<file path="src/rtl/spi_nor_flash_command_sequencer_unit_assert.svh">
// ============================================================================
// Assertion macros for the SPI NOR flash command sequencer
// Shared concurrent assertion forms, clocked on clock and disabled in reset.
// ============================================================================
`ifndef SPI_NOR_FLASH_COMMAND_SEQUENCER_UNIT_ASSERT_SVH
`define SPI_NOR_FLASH_COMMAND_SEQUENCER_UNIT_ASSERT_SVH

`ifndef ASSERT_OFF
// Same-cycle implication.
`define SNFCS_ASSERT_IMP(label, ante, cons, msg) \
   label: assert property (@(posedge clock) disable iff (reset) (ante) |-> (cons)) \
      else $error(msg);
// Next-cycle implication.
`define SNFCS_ASSERT_NEXT(label, ante, cons, msg) \
   label: assert property (@(posedge clock) disable iff (reset) (ante) |=> (cons)) \
      else $error(msg);
`else
`define SNFCS_ASSERT_IMP(label, ante, cons, msg)
`define SNFCS_ASSERT_NEXT(label, ante, cons, msg)
`endif

`endif

</file>
<file path="src/rtl/snfcs_pkg.sv">
// ============================================================================
// snfcs_pkg
// Shared types, codes and constants of the SPI NOR flash command sequencer.
// ============================================================================
package snfcs_pkg;

   // Sizing defaults.
   localparam int PAGE_BYTES_DEFAULT = 256;
   localparam int QUEUE_DEPTH        = 4;
   localparam int ADDR_BYTES         = 3;
   localparam int ID_BYTES           = 3;

   // Request modes.
   localparam logic [1:0] MODE_START = 2'd0;
   localparam logic [1:0] MODE_LOAD  = 2'd1;
   localparam logic [1:0] MODE_XFER  = 2'd2;

   // Host operations.
   localparam logic [2:0] OP_ID     = 3'd0;
   localparam logic [2:0] OP_WAIT   = 3'd1;
   localparam logic [2:0] OP_WREN   = 3'd2;
   localparam logic [2:0] OP_SERASE = 3'd3;
   localparam logic [2:0] OP_PROG   = 3'd4;
   localparam logic [2:0] OP_CERASE = 3'd5;
   localparam logic [2:0] OP_READ   = 3'd6;

   // Flash command bytes.
   localparam logic [7:0] CMD_RDID  = 8'h9F;
   localparam logic [7:0] CMD_RDSR  = 8'h05;
   localparam logic [7:0] CMD_WREN  = 8'h06;
   localparam logic [7:0] CMD_SE    = 8'h20;
   localparam logic [7:0] CMD_PP    = 8'h02;
   localparam logic [7:0] CMD_CE    = 8'hC7;
   localparam logic [7:0] CMD_READ  = 8'h03;

   localparam logic [7:0] DUMMY_RESET = 8'hFF;
   localparam int         STATUS_BUSY_BIT = 0;

   // Result kinds.
   typedef enum logic [2:0] {
      KIND_SEND    = 3'd0,
      KIND_RELEASE = 3'd1,
      KIND_HOST    = 3'd2,
      KIND_DONE    = 3'd3,
      KIND_REJECT  = 3'd4
   } kind_type;

   // Sequencer phases.
   typedef enum logic [3:0] {
      PH_IDLE  = 4'd0,
      PH_WREN  = 4'd1,
      PH_CMD   = 4'd2,
      PH_ADDR  = 4'd3,
      PH_PDATA = 4'd4,
      PH_RDATA = 4'd5,
      PH_IDB   = 4'd6,
      PH_STAT  = 4'd7,
      PH_POLL  = 4'd8
   } phase_type;

   // One result item.
   typedef struct packed {
      kind_type   kind;
      logic [7:0] value;
   } slot_type;

   // All results of one request transaction, slot 0 goes out first.
   typedef struct packed {
      logic [1:0]     count;
      slot_type [2:0] slot;
   } action_type;

   // Queue entry as it moves between the front and the back.
   typedef struct packed {
      logic       valid;
      action_type action;
   } entry_type;

endpackage

</file>
<file path="src/rtl/snfcs_front.sv">
// ============================================================================
// snfcs_front
// Accepts requests, runs the command sequence and queues the results.
// ============================================================================
`include "spi_nor_flash_command_sequencer_unit_assert.svh"

module snfcs_front #(
   parameter int PAGE_BYTES = snfcs_pkg::PAGE_BYTES_DEFAULT
) (
   input  logic                  clock,
   input  logic                  reset,
   input  logic                  req_tvalid,
   output logic                  req_tready,
   input  logic [1:0]            req_mode,
   input  logic [2:0]            req_operation,
   input  logic [23:0]           req_flash_address,
   input  logic [24:0]           req_byte_count,
   input  logic [7:0]            req_data_byte,
   input  logic                  csr_we,
   input  logic [7:0]            csr_wdata,
   input  logic                  q_full,
   output snfcs_pkg::entry_type  push
);

   localparam int IdxW = $clog2(PAGE_BYTES);
   localparam int CntW = $clog2(PAGE_BYTES + 1);
   localparam logic [CntW-1:0] PageCnt  = CntW'(PAGE_BYTES);
   localparam logic [24:0]     PageLen  = 25'(PAGE_BYTES);
   localparam logic [CntW-1:0] AddrEnd  = CntW'(snfcs_pkg::ADDR_BYTES);
   localparam logic [CntW-1:0] IdMore   = CntW'(snfcs_pkg::ID_BYTES - 1);
   localparam logic [CntW-1:0] CntOne   = CntW'(1);

   snfcs_pkg::phase_type phase_ff, phase_in;
   logic [2:0]           op_ff, op_in;
   logic [23:0]          addr_ff, addr_in;
   logic [CntW-1:0]      cnt_ff, cnt_in;
   logic [24:0]          rem_ff, rem_in;
   logic [7:0]           dummy_ff, dummy_in;
   logic [7:0]           page_buf_ff [PAGE_BYTES];
   logic [7:0]           rd_data_ff;
   logic [IdxW-1:0]      rd_idx;
   logic                 mem_we;

   logic fire, is_start, is_load, is_xfer, start_ok;
   logic addr_more, rem_nz, pdata_more, idb_more, busy;
   logic [7:0] addr_byte, first_cmd;
   snfcs_pkg::action_type act;

   function automatic snfcs_pkg::slot_type mk(snfcs_pkg::kind_type k, logic [7:0] v);
      snfcs_pkg::slot_type s;
      s.kind  = k;
      s.value = v;
      return s;
   endfunction

   function automatic snfcs_pkg::action_type act_n(logic [1:0] n, snfcs_pkg::slot_type a,
                                                   snfcs_pkg::slot_type b,
                                                   snfcs_pkg::slot_type c);
      snfcs_pkg::action_type r;
      r.count   = n;
      r.slot[0] = a;
      r.slot[1] = b;
      r.slot[2] = c;
      return r;
   endfunction

   // A request is taken whenever the result queue has room.
   assign req_tready = !q_full;
   assign fire       = req_tvalid && !q_full;
   assign is_start   = fire && (req_mode == snfcs_pkg::MODE_START);
   assign is_load    = fire && (req_mode == snfcs_pkg::MODE_LOAD);
   assign is_xfer    = fire && (req_mode == snfcs_pkg::MODE_XFER) &&
                       (phase_ff != snfcs_pkg::PH_IDLE);

   // Shared decisions of the sequence.
   assign start_ok   = (phase_ff == snfcs_pkg::PH_IDLE) &&
                       (req_operation <= snfcs_pkg::OP_READ) &&
                       !((req_operation == snfcs_pkg::OP_PROG) && (req_byte_count > PageLen));
   assign addr_more  = cnt_ff < AddrEnd;
   assign rem_nz     = rem_ff != 25'd0;
   assign pdata_more = (25'(cnt_ff) < rem_ff) && (cnt_ff < PageCnt);
   assign idb_more   = cnt_ff < IdMore;
   assign busy       = req_data_byte[snfcs_pkg::STATUS_BUSY_BIT];
   assign addr_byte  = (cnt_ff == CntOne) ? addr_ff[15:8] : addr_ff[7:0];

   // First command byte of a new operation.
   always_comb begin
      case (req_operation)
         snfcs_pkg::OP_ID:   first_cmd = snfcs_pkg::CMD_RDID;
         snfcs_pkg::OP_WAIT: first_cmd = snfcs_pkg::CMD_RDSR;
         snfcs_pkg::OP_READ: first_cmd = snfcs_pkg::CMD_READ;
         default:            first_cmd = snfcs_pkg::CMD_WREN;
      endcase
   end

   // Next phase.
   always_comb begin
      phase_in = phase_ff;
      if (is_start && start_ok) begin
         case (req_operation)
            snfcs_pkg::OP_ID:   phase_in = snfcs_pkg::PH_CMD;
            snfcs_pkg::OP_WAIT: phase_in = snfcs_pkg::PH_STAT;
            snfcs_pkg::OP_READ: phase_in = snfcs_pkg::PH_CMD;
            default:            phase_in = snfcs_pkg::PH_WREN;
         endcase
      end else if (is_xfer) begin
         case (phase_ff)
            snfcs_pkg::PH_WREN: begin
               phase_in = (op_ff == snfcs_pkg::OP_WREN) ? snfcs_pkg::PH_IDLE
                                                        : snfcs_pkg::PH_CMD;
            end
            snfcs_pkg::PH_CMD: begin
               if (op_ff == snfcs_pkg::OP_ID)
                  phase_in = snfcs_pkg::PH_IDB;
               else if (op_ff == snfcs_pkg::OP_SERASE || op_ff == snfcs_pkg::OP_PROG ||
                        op_ff == snfcs_pkg::OP_READ)
                  phase_in = snfcs_pkg::PH_ADDR;
               else if (op_ff == snfcs_pkg::OP_CERASE)
                  phase_in = snfcs_pkg::PH_STAT;
               else
                  phase_in = snfcs_pkg::PH_IDLE;
            end
            snfcs_pkg::PH_ADDR: begin
               if (!addr_more) begin
                  if (op_ff == snfcs_pkg::OP_PROG)
                     phase_in = rem_nz ? snfcs_pkg::PH_PDATA : snfcs_pkg::PH_STAT;
                  else if (op_ff == snfcs_pkg::OP_READ)
                     phase_in = rem_nz ? snfcs_pkg::PH_RDATA : snfcs_pkg::PH_IDLE;
                  else
                     phase_in = snfcs_pkg::PH_STAT;
               end
            end
            snfcs_pkg::PH_PDATA: if (!pdata_more) phase_in = snfcs_pkg::PH_STAT;
            snfcs_pkg::PH_RDATA: if (!rem_nz) phase_in = snfcs_pkg::PH_IDLE;
            snfcs_pkg::PH_IDB:   if (!idb_more) phase_in = snfcs_pkg::PH_IDLE;
            snfcs_pkg::PH_STAT:  phase_in = snfcs_pkg::PH_POLL;
            snfcs_pkg::PH_POLL:  if (!busy) phase_in = snfcs_pkg::PH_IDLE;
            default:             phase_in = phase_ff;
         endcase
      end
   end

   // Results and operand registers.
   always_comb begin
      snfcs_pkg::slot_type s_none, s_rel, s_done, s_stat, s_dummy, s_host;
      s_none  = mk(snfcs_pkg::KIND_SEND, 8'd0);
      s_rel   = mk(snfcs_pkg::KIND_RELEASE, 8'd0);
      s_done  = mk(snfcs_pkg::KIND_DONE, 8'd0);
      s_stat  = mk(snfcs_pkg::KIND_SEND, snfcs_pkg::CMD_RDSR);
      s_dummy = mk(snfcs_pkg::KIND_SEND, dummy_ff);
      s_host  = mk(snfcs_pkg::KIND_HOST, req_data_byte);

      act     = '0;
      op_in   = op_ff;
      addr_in = addr_ff;
      cnt_in  = cnt_ff;
      rem_in  = rem_ff;
      mem_we  = 1'b0;

      if (is_start) begin
         if (!start_ok) begin
            act = act_n(2'd1, mk(snfcs_pkg::KIND_REJECT, 8'd0), s_none, s_none);
         end else begin
            op_in   = req_operation;
            addr_in = req_flash_address;
            rem_in  = req_byte_count;
            cnt_in  = '0;
            act     = act_n(2'd1, mk(snfcs_pkg::KIND_SEND, first_cmd), s_none, s_none);
         end
      end else if (is_load) begin
         if (phase_ff == snfcs_pkg::PH_IDLE && cnt_ff < PageCnt) begin
            mem_we = 1'b1;
            cnt_in = cnt_ff + CntOne;
         end
      end else if (is_xfer) begin
         case (phase_ff)
            snfcs_pkg::PH_WREN: begin
               if (op_ff == snfcs_pkg::OP_WREN) begin
                  act    = act_n(2'd2, s_rel, s_done, s_none);
                  cnt_in = '0;
               end else if (op_ff == snfcs_pkg::OP_SERASE) begin
                  act = act_n(2'd2, s_rel, mk(snfcs_pkg::KIND_SEND, snfcs_pkg::CMD_SE), s_none);
               end else if (op_ff == snfcs_pkg::OP_PROG) begin
                  act = act_n(2'd2, s_rel, mk(snfcs_pkg::KIND_SEND, snfcs_pkg::CMD_PP), s_none);
               end else begin
                  act = act_n(2'd2, s_rel, mk(snfcs_pkg::KIND_SEND, snfcs_pkg::CMD_CE), s_none);
               end
            end
            snfcs_pkg::PH_CMD: begin
               if (op_ff == snfcs_pkg::OP_ID) begin
                  cnt_in = '0;
                  act    = act_n(2'd1, s_dummy, s_none, s_none);
               end else if (op_ff == snfcs_pkg::OP_SERASE || op_ff == snfcs_pkg::OP_PROG ||
                            op_ff == snfcs_pkg::OP_READ) begin
                  cnt_in = CntOne;
                  act    = act_n(2'd1, mk(snfcs_pkg::KIND_SEND, addr_ff[23:16]), s_none, s_none);
               end else if (op_ff == snfcs_pkg::OP_CERASE) begin
                  act = act_n(2'd2, s_rel, s_stat, s_none);
               end else begin
                  act    = act_n(2'd2, s_rel, s_done, s_none);
                  cnt_in = '0;
               end
            end
            snfcs_pkg::PH_ADDR: begin
               if (addr_more) begin
                  act    = act_n(2'd1, mk(snfcs_pkg::KIND_SEND, addr_byte), s_none, s_none);
                  cnt_in = cnt_ff + CntOne;
               end else if (op_ff == snfcs_pkg::OP_PROG) begin
                  if (rem_nz) begin
                     cnt_in = CntOne;
                     act    = act_n(2'd1, mk(snfcs_pkg::KIND_SEND, rd_data_ff), s_none, s_none);
                  end else begin
                     act = act_n(2'd2, s_rel, s_stat, s_none);
                  end
               end else if (op_ff == snfcs_pkg::OP_READ) begin
                  if (rem_nz) begin
                     rem_in = rem_ff - 25'd1;
                     act    = act_n(2'd1, s_dummy, s_none, s_none);
                  end else begin
                     act    = act_n(2'd2, s_rel, s_done, s_none);
                     cnt_in = '0;
                  end
               end else begin
                  act = act_n(2'd2, s_rel, s_stat, s_none);
               end
            end
            snfcs_pkg::PH_PDATA: begin
               if (pdata_more) begin
                  act    = act_n(2'd1, mk(snfcs_pkg::KIND_SEND, rd_data_ff), s_none, s_none);
                  cnt_in = cnt_ff + CntOne;
               end else begin
                  act = act_n(2'd2, s_rel, s_stat, s_none);
               end
            end
            snfcs_pkg::PH_RDATA: begin
               if (rem_nz) begin
                  rem_in = rem_ff - 25'd1;
                  act    = act_n(2'd2, s_host, s_dummy, s_none);
               end else begin
                  act    = act_n(2'd3, s_host, s_rel, s_done);
                  cnt_in = '0;
               end
            end
            snfcs_pkg::PH_IDB: begin
               if (idb_more) begin
                  cnt_in = cnt_ff + CntOne;
                  act    = act_n(2'd2, s_host, s_dummy, s_none);
               end else begin
                  cnt_in = '0;
                  act    = act_n(2'd3, s_host, s_rel, s_done);
               end
            end
            snfcs_pkg::PH_STAT: begin
               act = act_n(2'd1, s_dummy, s_none, s_none);
            end
            snfcs_pkg::PH_POLL: begin
               if (busy) begin
                  act = act_n(2'd1, s_dummy, s_none, s_none);
               end else begin
                  act    = act_n(2'd2, s_rel, s_done, s_none);
                  cnt_in = '0;
               end
            end
            default: act = '0;
         endcase
      end
   end

   assign push.valid  = act.count != 2'd0;
   assign push.action = act;

   // The filler byte register.
   assign dummy_in = csr_we ? csr_wdata : dummy_ff;

   // Control and operand registers.
   always_ff @(posedge clock) begin
      if (reset) begin
         phase_ff <= snfcs_pkg::PH_IDLE;
         op_ff    <= '0;
         addr_ff  <= '0;
         cnt_ff   <= '0;
         rem_ff   <= '0;
         dummy_ff <= snfcs_pkg::DUMMY_RESET;
      end else begin
         phase_ff <= phase_in;
         op_ff    <= op_in;
         addr_ff  <= addr_in;
         cnt_ff   <= cnt_in;
         rem_ff   <= rem_in;
         dummy_ff <= dummy_in;
      end
   end

   // Page buffer: the read port always fetches the entry the next program
   // byte will need, so the data is ready when the exchange completes.
   assign rd_idx = (phase_in == snfcs_pkg::PH_PDATA) ? cnt_in[IdxW-1:0] : '0;

   always_ff @(posedge clock) begin
      if (mem_we) begin
         page_buf_ff[cnt_ff[IdxW-1:0]] <= req_data_byte;
      end
      rd_data_ff <= page_buf_ff[rd_idx];
   end

   `SNFCS_ASSERT_IMP(a_idle_ptr_range, phase_ff == snfcs_pkg::PH_IDLE, cnt_ff <= PageCnt,
                     "load pointer beyond page size")
   `SNFCS_ASSERT_IMP(a_addr_count, phase_ff == snfcs_pkg::PH_ADDR,
                     cnt_ff >= CntOne && cnt_ff <= AddrEnd, "address byte count out of range")
   `SNFCS_ASSERT_IMP(a_pdata_prog, phase_ff == snfcs_pkg::PH_PDATA,
                     op_ff == snfcs_pkg::OP_PROG && rem_ff <= PageLen,
                     "program data phase outside a valid program")

endmodule

</file>
<file path="src/rtl/snfcs_queue.sv">
// ============================================================================
// snfcs_queue
// Short queue of result groups between the sequencer and the result stage.
// ============================================================================
module snfcs_queue (
   input  logic                  clock,
   input  logic                  reset,
   input  snfcs_pkg::entry_type  push,
   input  logic                  pop,
   output snfcs_pkg::entry_type  head,
   output logic                  full
);

   localparam int PtrW = $clog2(snfcs_pkg::QUEUE_DEPTH);
   localparam int CntW = $clog2(snfcs_pkg::QUEUE_DEPTH + 1);
   localparam logic [PtrW-1:0] PtrLast = PtrW'(snfcs_pkg::QUEUE_DEPTH - 1);
   localparam logic [CntW-1:0] Depth   = CntW'(snfcs_pkg::QUEUE_DEPTH);

   snfcs_pkg::action_type entries_ff [snfcs_pkg::QUEUE_DEPTH];
   logic [PtrW-1:0] wr_ptr_ff, wr_ptr_in, rd_ptr_ff, rd_ptr_in;
   logic [CntW-1:0] count_ff, count_in;
   logic            do_push, do_pop;

   assign full        = count_ff == Depth;
   assign head.valid  = count_ff != '0;
   assign head.action = entries_ff[rd_ptr_ff];
   assign do_push     = push.valid && !full;
   assign do_pop      = pop && head.valid;

   // Pointer and fill level update.
   always_comb begin
      wr_ptr_in = wr_ptr_ff;
      rd_ptr_in = rd_ptr_ff;
      count_in  = count_ff;
      if (do_push) wr_ptr_in = (wr_ptr_ff == PtrLast) ? '0 : wr_ptr_ff + PtrW'(1);
      if (do_pop)  rd_ptr_in = (rd_ptr_ff == PtrLast) ? '0 : rd_ptr_ff + PtrW'(1);
      if (do_push && !do_pop)      count_in = count_ff + CntW'(1);
      else if (!do_push && do_pop) count_in = count_ff - CntW'(1);
   end

   always_ff @(posedge clock) begin
      if (reset) begin
         wr_ptr_ff <= '0;
         rd_ptr_ff <= '0;
         count_ff  <= '0;
      end else begin
         wr_ptr_ff <= wr_ptr_in;
         rd_ptr_ff <= rd_ptr_in;
         count_ff  <= count_in;
      end
   end

   // Entry storage.
   always_ff @(posedge clock) begin
      if (do_push) begin
         entries_ff[wr_ptr_ff] <= push.action;
      end
   end

endmodule

</file>
<file path="src/rtl/snfcs_back.sv">
// ============================================================================
// snfcs_back
// Result stage: sends the results of each queued group one per transaction.
// ============================================================================
`include "spi_nor_flash_command_sequencer_unit_assert.svh"

module snfcs_back (
   input  logic                  clock,
   input  logic                  reset,
   input  snfcs_pkg::entry_type  head,
   output logic                  pop,
   output logic                  rsp_tvalid,
   input  logic                  rsp_tready,
   output logic [2:0]            rsp_kind,
   output logic [7:0]            rsp_byte_value,
   output logic                  rsp_last
);

   snfcs_pkg::action_type cur_ff, cur_in;
   logic [1:0]            idx_ff, idx_in;
   logic                  valid_ff, valid_in;
   snfcs_pkg::slot_type   sel;
   logic                  fire, group_done;

   assign sel            = cur_ff.slot[idx_ff];
   assign rsp_tvalid     = valid_ff;
   assign rsp_kind       = sel.kind;
   assign rsp_byte_value = sel.value;
   assign rsp_last       = idx_ff == (cur_ff.count - 2'd1);

   assign fire       = valid_ff && rsp_tready;
   assign group_done = fire && rsp_last;
   assign pop        = head.valid && (!valid_ff || group_done);

   // Load the next group when the stage is empty or as the current one finishes.
   always_comb begin
      cur_in   = cur_ff;
      idx_in   = idx_ff;
      valid_in = valid_ff;
      if (pop) begin
         cur_in   = head.action;
         idx_in   = '0;
         valid_in = 1'b1;
      end else if (group_done) begin
         valid_in = 1'b0;
      end else if (fire) begin
         idx_in = idx_ff + 2'd1;
      end
   end

   always_ff @(posedge clock) begin
      if (reset) begin
         valid_ff <= 1'b0;
         idx_ff   <= '0;
      end else begin
         valid_ff <= valid_in;
         idx_ff   <= idx_in;
      end
   end

   always_ff @(posedge clock) begin
      cur_ff <= cur_in;
   end

   `SNFCS_ASSERT_IMP(a_group_nonempty, valid_ff, cur_ff.count != 2'd0,
                     "empty result group in the output stage")
   `SNFCS_ASSERT_IMP(a_index_range, valid_ff, idx_ff < cur_ff.count,
                     "result index past the end of its group")
   `SNFCS_ASSERT_NEXT(a_pop_loads, pop, valid_ff && idx_ff == 2'd0,
                      "popped group not loaded at its first result")

endmodule

</file>
<file path="src/rtl/spi_nor_flash_command_sequencer_unit.sv">
// ============================================================================
// spi_nor_flash_command_sequencer_unit
// Byte-level command sequencer for a SPI NOR flash.
// ============================================================================
// Usage: the req_ stream carries host commands (start an operation, load a
// program data byte into the page buffer) and SPI byte-completion events with
// the received byte. Each request transaction causes zero to three result
// transactions on the rsp_ stream: a byte to send with select low, a select
// release, a byte for the host, done or rejected; rsp_tlast marks the last
// result of a request. csr_we writes the filler byte used to clock in data.
// Timing: the first result of a request is written into the result queue,
// then loaded into the output stage register before it is presented. A request is
// accepted in every cycle in which the four-entry result queue has room, so
// one request per cycle is sustained; results leave at one per cycle while the
// receiver is ready, so requests with several results limit the rate to one
// result per cycle at the output stage.
// Reset clears the sequencer to idle, empties the queue and sets the filler
// byte to 0xFF; the page buffer holds no defined contents until loaded.
// When the receiver stalls, results wait in the output stage and the queue;
// once the queue is full, req_tready drops until an entry leaves.
// ============================================================================
module spi_nor_flash_command_sequencer_unit #(
   parameter int PAGE_BYTES = snfcs_pkg::PAGE_BYTES_DEFAULT
) (
   input  logic        clock,
   input  logic        reset,
   input  logic        req_tvalid,
   output logic        req_tready,
   // tdata: operation[2:0], flash_address[26:3], byte_count[51:27],
   // data_byte[59:52], zero padding[63:60]
   input  logic [63:0] req_tdata,
   // tuser: mode[1:0]
   input  logic [1:0]  req_tuser,
   output logic        rsp_tvalid,
   input  logic        rsp_tready,
   // tdata: byte_value[7:0]
   output logic [7:0]  rsp_tdata,
   // tuser: kind[2:0]
   output logic [2:0]  rsp_tuser,
   output logic        rsp_tlast,
   input  logic        csr_we,
   input  logic [7:0]  csr_wdata
);

   snfcs_pkg::entry_type push, head;
   logic                 q_full, pop;

   // Sequencer front: decodes requests and builds result groups.
   snfcs_front #(
      .PAGE_BYTES (PAGE_BYTES)
   ) u_front (
      .clock             (clock),
      .reset             (reset),
      .req_tvalid        (req_tvalid),
      .req_tready        (req_tready),
      .req_mode          (req_tuser),
      .req_operation     (req_tdata[2:0]),
      .req_flash_address (req_tdata[26:3]),
      .req_byte_count    (req_tdata[51:27]),
      .req_data_byte     (req_tdata[59:52]),
      .csr_we            (csr_we),
      .csr_wdata         (csr_wdata),
      .q_full            (q_full),
      .push              (push)
   );

   // Result group queue.
   snfcs_queue u_queue (
      .clock (clock),
      .reset (reset),
      .push  (push),
      .pop   (pop),
      .head  (head),
      .full  (q_full)
   );

   // Output stage.
   snfcs_back u_back (
      .clock          (clock),
      .reset          (reset),
      .head           (head),
      .pop            (pop),
      .rsp_tvalid     (rsp_tvalid),
      .rsp_tready     (rsp_tready),
      .rsp_kind       (rsp_tuser),
      .rsp_byte_value (rsp_tdata),
      .rsp_last       (rsp_tlast)
   );

endmodule

</file>
<file path="config.mk">
export PLATFORM = sky130hd
export DESIGN_NAME = spi_nor_flash_command_sequencer_unit
export DESIGN_NICKNAME = d
export VERILOG_FILES = /design/src/rtl/snfcs_pkg.sv /design/src/rtl/snfcs_front.sv /design/src/rtl/snfcs_queue.sv /design/src/rtl/snfcs_back.sv /design/src/rtl/spi_nor_flash_command_sequencer_unit.sv
export VERILOG_INCLUDE_DIRS = /design/src /design/src/rtl
export SDC_FILE = /design/constraint.sdc
export NUM_CORES = 2
export LEC_CHECK = 0
export BUFFER_PORTS_ARGS = -buffer_cell sky130_fd_sc_hd__buf_4
export CAP_MARGIN = 20
export CORE_MARGIN = 5
export CORE_UTILIZATION = 45
export CTS_CLUSTER_SIZE = 28
export DETAILED_ROUTE_END_ITERATION = 8
export PLACE_DENSITY = 0.6
export SLEW_MARGIN = 30
export SYNTH_ARGS = -nofsm -noshare
export SYNTH_HDL_FRONTEND = slang
export SYNTH_SLANG_ARGS = --single-unit
</file>
<file path="constraint.sdc">
create_clock -name clock -period 5 [get_ports clock]
set_clock_uncertainty 0.2 [all_clocks]
set_input_delay 1.5 -clock clock [delete_from_list [all_inputs] [get_ports clock]]
set_output_delay 1.5 -clock clock [all_outputs]
set_load 0.01 [all_outputs]
</file>
==> metrics.md <==
| Metric | Value |
|---|---|
| Status | finished with violations |
| Failing checks | setup timing |
| Worst slack, placed | -1640 ps |
| Critical R2R Launch | u_front.rem_ff[6]$_SDFFE_PP0P_ |
| Unique cell type count in the Yosys netlist | between 100 and 150 |
| Vias in the first global route | 64978 |
| Number of cells in the finished layout apart from fillers | 10829 |
| Clock Tree Buf Depth | 3 |
| Proportion of register bits with asynchronous set or reset after synthesis | 0 |
| Sequential cell area | 0.0669 mm2 |
| Finish-stage setup viols | 8 |
| Number of buffer and inverter stages on the critical path | 7 |
| Min-Delay Startpoint | u_front.addr_ff[7]$_SDFFE_PP0P_ |
| Number of standard-cell rows in the floorplan | ~170 |
| DRC | 0 |
| Depth of the most critical reg-to-reg path | 21 |
| Synthesized instance count | 6657 |
| Synth warnings | 0 |
| Crit-path max FO | 7 |
| Vias post-DR | 68602 |
| TritonCTS Buffers | between 200 and 250 |
| Final HPWL DP | 230000 um |
| Remaining Overflow, GRT | 0 |
| Routed Wire Length | 347000 um |
| Aggregate global-route resource usage | 0.310 |
| Sequential element share of the synthesized area | 0.722 |
| Pin count of the biggest net entering global routing | 182 |
| Number of H-tree levels | 4 |
| Latest clock arrival within the worst-skew pair | 890 ps |
| Post-DP Area | between 0.1 and 0.15 mm2 |
| Hold Vio Cnt, Final | 0 |
| Hold crit path type | reg2reg |
| Core box area | 0.205 mm2 |
| CP dominant cell by count | sky130_fd_sc_hd__buf_12 |
| Master cell of the clock root buffer | sky130_fd_sc_hd__clkbuf_16 |
| Startpoint Class | input pin |
| Standby leakage power | approximately 41 nW |
| Data arrival at the endpoint of the critical path | 6060 ps |
| Number of vias per cell after detailed routing | 6.34 |
| Worst supply voltage drop on vdd | 0.000408 V |
| Most frequently used flop master after synthesis | sky130_fd_sc_hd__edfxtp_1 |
| Chip Height | 464 um |
| Width of the chip | 464 um |
| Global-route wire length before repair | slightly below 500000 um |
| Initial DRC count | 10504 |
| CTS tree | done |
| Routability congestion estimate from global placement | approximately 0.97 |
| Crit path max-delay family | simple AND/OR/NAND/NOR gates |
| Number of slew-limit violations in the final report | 0 |
| Worst max-slew margin expressed relative to the limit | 0.255 |
| Cts-stage hold buffer count | 0 |
| Worst Path Required | 5620 ps |
| Nets | 8028 |
| Area of the mapped netlist | ~0.093 mm2 |
| FF+latch count, synth | 2259 |
| Slew @ Worst Pin | roughly 1100 ps |
| Number of nets with antenna violations after routing | 0 |
| Fraction of final layout cells with drive strength greater than 1 | 0.273 |
| Starting density of the core | 0.453 |
| Die footprint | 0.215 mm2 |
| Final total power | 0.0410 W |
| RR Endpoint | u_front.rd_data_ff[7]$_DFF_P_ |
| Number of optimization iterations in the first detailed-route pass | 6 |
| Post-route core utilization | 0.570 |
| Crit Path Category | in2reg |
| Top-level I/O count | 93 |
| Initial antenna violation count | 23 |
| Sort of element at the end of the critical path | register |
| Net count after synthesis | 6756 |
| Crit-path max cell delay | ~620 ps |
| Hold-critical path depth | 2 |
| CP max stage cell | sky130_fd_sc_hd__a221oi_1 |
| Post-synth EDFFs | 2168 |
| Average footprint of a synthesized cell | ~14 um2 |
| Power per unit of standard cell area | between 300 and 400 mW/mm2 |
| Worst hold endpoint | u_front.addr_ff[7]$_SDFFE_PP0P_ |
| Period minus WS final | 5440 ps |
| Port Buf Inserts | 88 |
| Post-route cell area | 0.117 mm2 |
| Number of filler instances in the final layout | around 16000 |
| Clock-pin slew of the registers on the worst-case setup and hold paths | 60 ps |
| Area grow syn2layout | 25.8% |
| Register-to-register setup slack | -400 ps |
| Period utilization | 1.09 |
| Total area of multi-input combinational cells | 0.0249 mm2 |
| Sinks on Clock Net | around 2300 |
| Wire length per cell | 32.1 um |
| Peak Freq | 0.184 GHz |
| Series of cell instances along the critical path | buf_8, nor4_4, buf_4, nand4_1, or4b_4, a31oi_4, o31ai_4, or3_4, buf_12, buf_6, nor2_4, buf_12, buf_16, buf_12, mux2i_1, a221oi_1, a211oi_2, a211o_1, nand4_1, and4_1 |
| Number of placed cells counting well taps | around 10000 |
| # Max-Cap Violations | 0 |
| PnR worst setup slack | -441 ps |
| RSZ-0062 raised after global routing | yes |
[where the power goes]
part	switching, W	internal (W)
Combinational	0.00210	0.00140
Clock	0.00735	0.00907
Sequential	0.000161	0.0210
Total	0.00960	0.0314
[cells in the final DEF, fill, tap and decap left out, types with 30 or more instances in the layout]
| cell | count |
|---|---|
| sky130_fd_sc_hd__dfxtp_1 | 88 |
| sky130_fd_sc_hd__buf_6 | 32 |
| sky130_fd_sc_hd__clkinv_1 | 61 |
| sky130_fd_sc_hd__buf_4 | 1294 |
| sky130_fd_sc_hd__or3_1 | 33 |
| sky130_fd_sc_hd__clkbuf_1 | 37 |
| sky130_fd_sc_hd__a21oi_1 | 296 |
| sky130_fd_sc_hd__nor2_1 | 413 |
| sky130_fd_sc_hd__mux2i_1 | 201 |
| sky130_fd_sc_hd__a221oi_1 | 30 |
| sky130_fd_sc_hd__clkinv_2 | 47 |
| sky130_fd_sc_hd__o21ai_0 | 208 |
| sky130_fd_sc_hd__o221ai_1 | 82 |
| sky130_fd_sc_hd__mux4_2 | 31 |
| sky130_fd_sc_hd__edfxtp_1 | 2168 |
| sky130_fd_sc_hd__clkbuf_16 | 235 |
| sky130_fd_sc_hd__o22ai_1 | 91 |
| sky130_fd_sc_hd__mux2_2 | 49 |
| sky130_fd_sc_hd__nand2_1 | 932 |
| sky130_fd_sc_hd__a31oi_1 | 116 |
| sky130_fd_sc_hd__a22oi_1 | 43 |
| sky130_fd_sc_hd__buf_12 | 163 |
| sky130_fd_sc_hd__a211oi_1 | 144 |
| sky130_fd_sc_hd__nor3_1 | 80 |
| sky130_fd_sc_hd__nand3_1 | 205 |
| sky130_fd_sc_hd__a311oi_1 | 33 |
| sky130_fd_sc_hd__o211ai_1 | 65 |
| sky130_fd_sc_hd__and3_1 | 145 |
[metrics by stage]
step / TNS (ps) / hold slack, ps
4_1_cts: -2260 / 255
5_1_grt: -3050 / 273
6_report: -2610 / 256
3_3_place_gp: -12700 / 243
2_1_floorplan: 0 / 236
3_5_place_dp: -11890 / 247
[metal layers]
layer | share of wire | GRT usage | wire length (um)
met1 | 0.38 | 0.423 | 130000
met2 | 0.44 | 0.468 | 154000
met3 | 0.13 | 0.0788 | 44200
met4 | 0.053 | 0.149 | 18600
met5 | 0.00030 | 0 | 104
[flip-flops by register name (all words and copies together), names as in the netlist]
signal,count
u_front.phase_ff,4
u_front.op_ff,3
u_back.cur_ff,24
u_front.rd_data_ff,8
u_front.rem_ff,25
u_queue.count_ff,3
u_queue.rd_ptr_ff,2
u_front.addr_ff,24
u_queue.wr_ptr_ff,2
u_back.rsp_tvalid,1
u_front.page_buf_ff,2048
u_back.idx_ff,2
u_front.cnt_ff,9
u_front.dummy_ff,8
u_queue.entries_ff,96
[tightest hold or removal path, cell delays in order (launching register included)]
cell                      delay (ps)
sky130_fd_sc_hd__dfxtp_1         310
sky130_fd_sc_hd__nand2_1          50
sky130_fd_sc_hd__a21oi_1          50
[area by class of cell]
class | instances | share of cell area
diodes | 24 | 0.000515
clock buffers | 272 | 0.0508
clock inverters | 144 | 0.00961
inverters | 28 | 0.000912
multi-input cells | 3883 | 0.214
flip-flops and latches | 2259 | 0.574
well taps | 2688 | 0.0288
repair buffers | 1531 | 0.122
[cell usage after synthesis (all sizes together) (45+ instances only)]
cell type,n,area [um2]
a211oi,165,1240
a21oi,318,1600
a22oi,45,338
a311oi,45,400
a31oi,126,803
and3,147,920
buf,298,1600
clkbuf,190,713
dfxtp,91,1820
edfxtp,2168,65100
mux2,51,574
mux2i,212,2120
nand2,946,3550
nand3,218,1100
nor2,437,1660
nor3,92,519
o211ai,66,500
o21ai,225,1130
o221ai,85,744
o22ai,97,621
[how the worst max path moves through the flow]
stage                                   startpoint                       endpoint  slack, ps  cells after the start
floorplan                            req_tdata[38]  u_front.rd_data_ff[0]$_DFF_P_        0.2                     14
global placement                     req_tdata[51]  u_front.rd_data_ff[0]$_DFF_P_      -1910                     19
detailed placement                   req_tdata[38]  u_front.rd_data_ff[0]$_DFF_P_      -1640                     18
CTS                 u_front.rem_ff[1]$_SDFFE_PP0P_  u_front.rd_data_ff[6]$_DFF_P_       -350                     21
global route        u_front.rem_ff[0]$_SDFFE_PP0P_  u_front.rd_data_ff[7]$_DFF_P_       -430                     21
finish                               req_tdata[41]  u_front.rd_data_ff[7]$_DFF_P_       -440                     20
[logic make-up after synthesis]
kind of cell             count (synthesis)  synth area share
flip-flops                            2259             0.722
buffers and inverters                  516            0.0261
AND/OR/NAND/NOR                       2033            0.0982
multiplexers                           294            0.0366
XOR/XNOR                                18           0.00170
adder cells (fa/ha/maj)                 20           0.00278
AO/OA/AOI/OAI                         1517             0.113
[timing repair]
action                                  in CTS  in global routing
resized for setup                          175                169
endpoints found under the setup margin       8                  9
pin swaps                                   57                 77
gates cloned                                 7                  8
buffers inserted                            37                 63
Power figures use the tool's default switching activity.
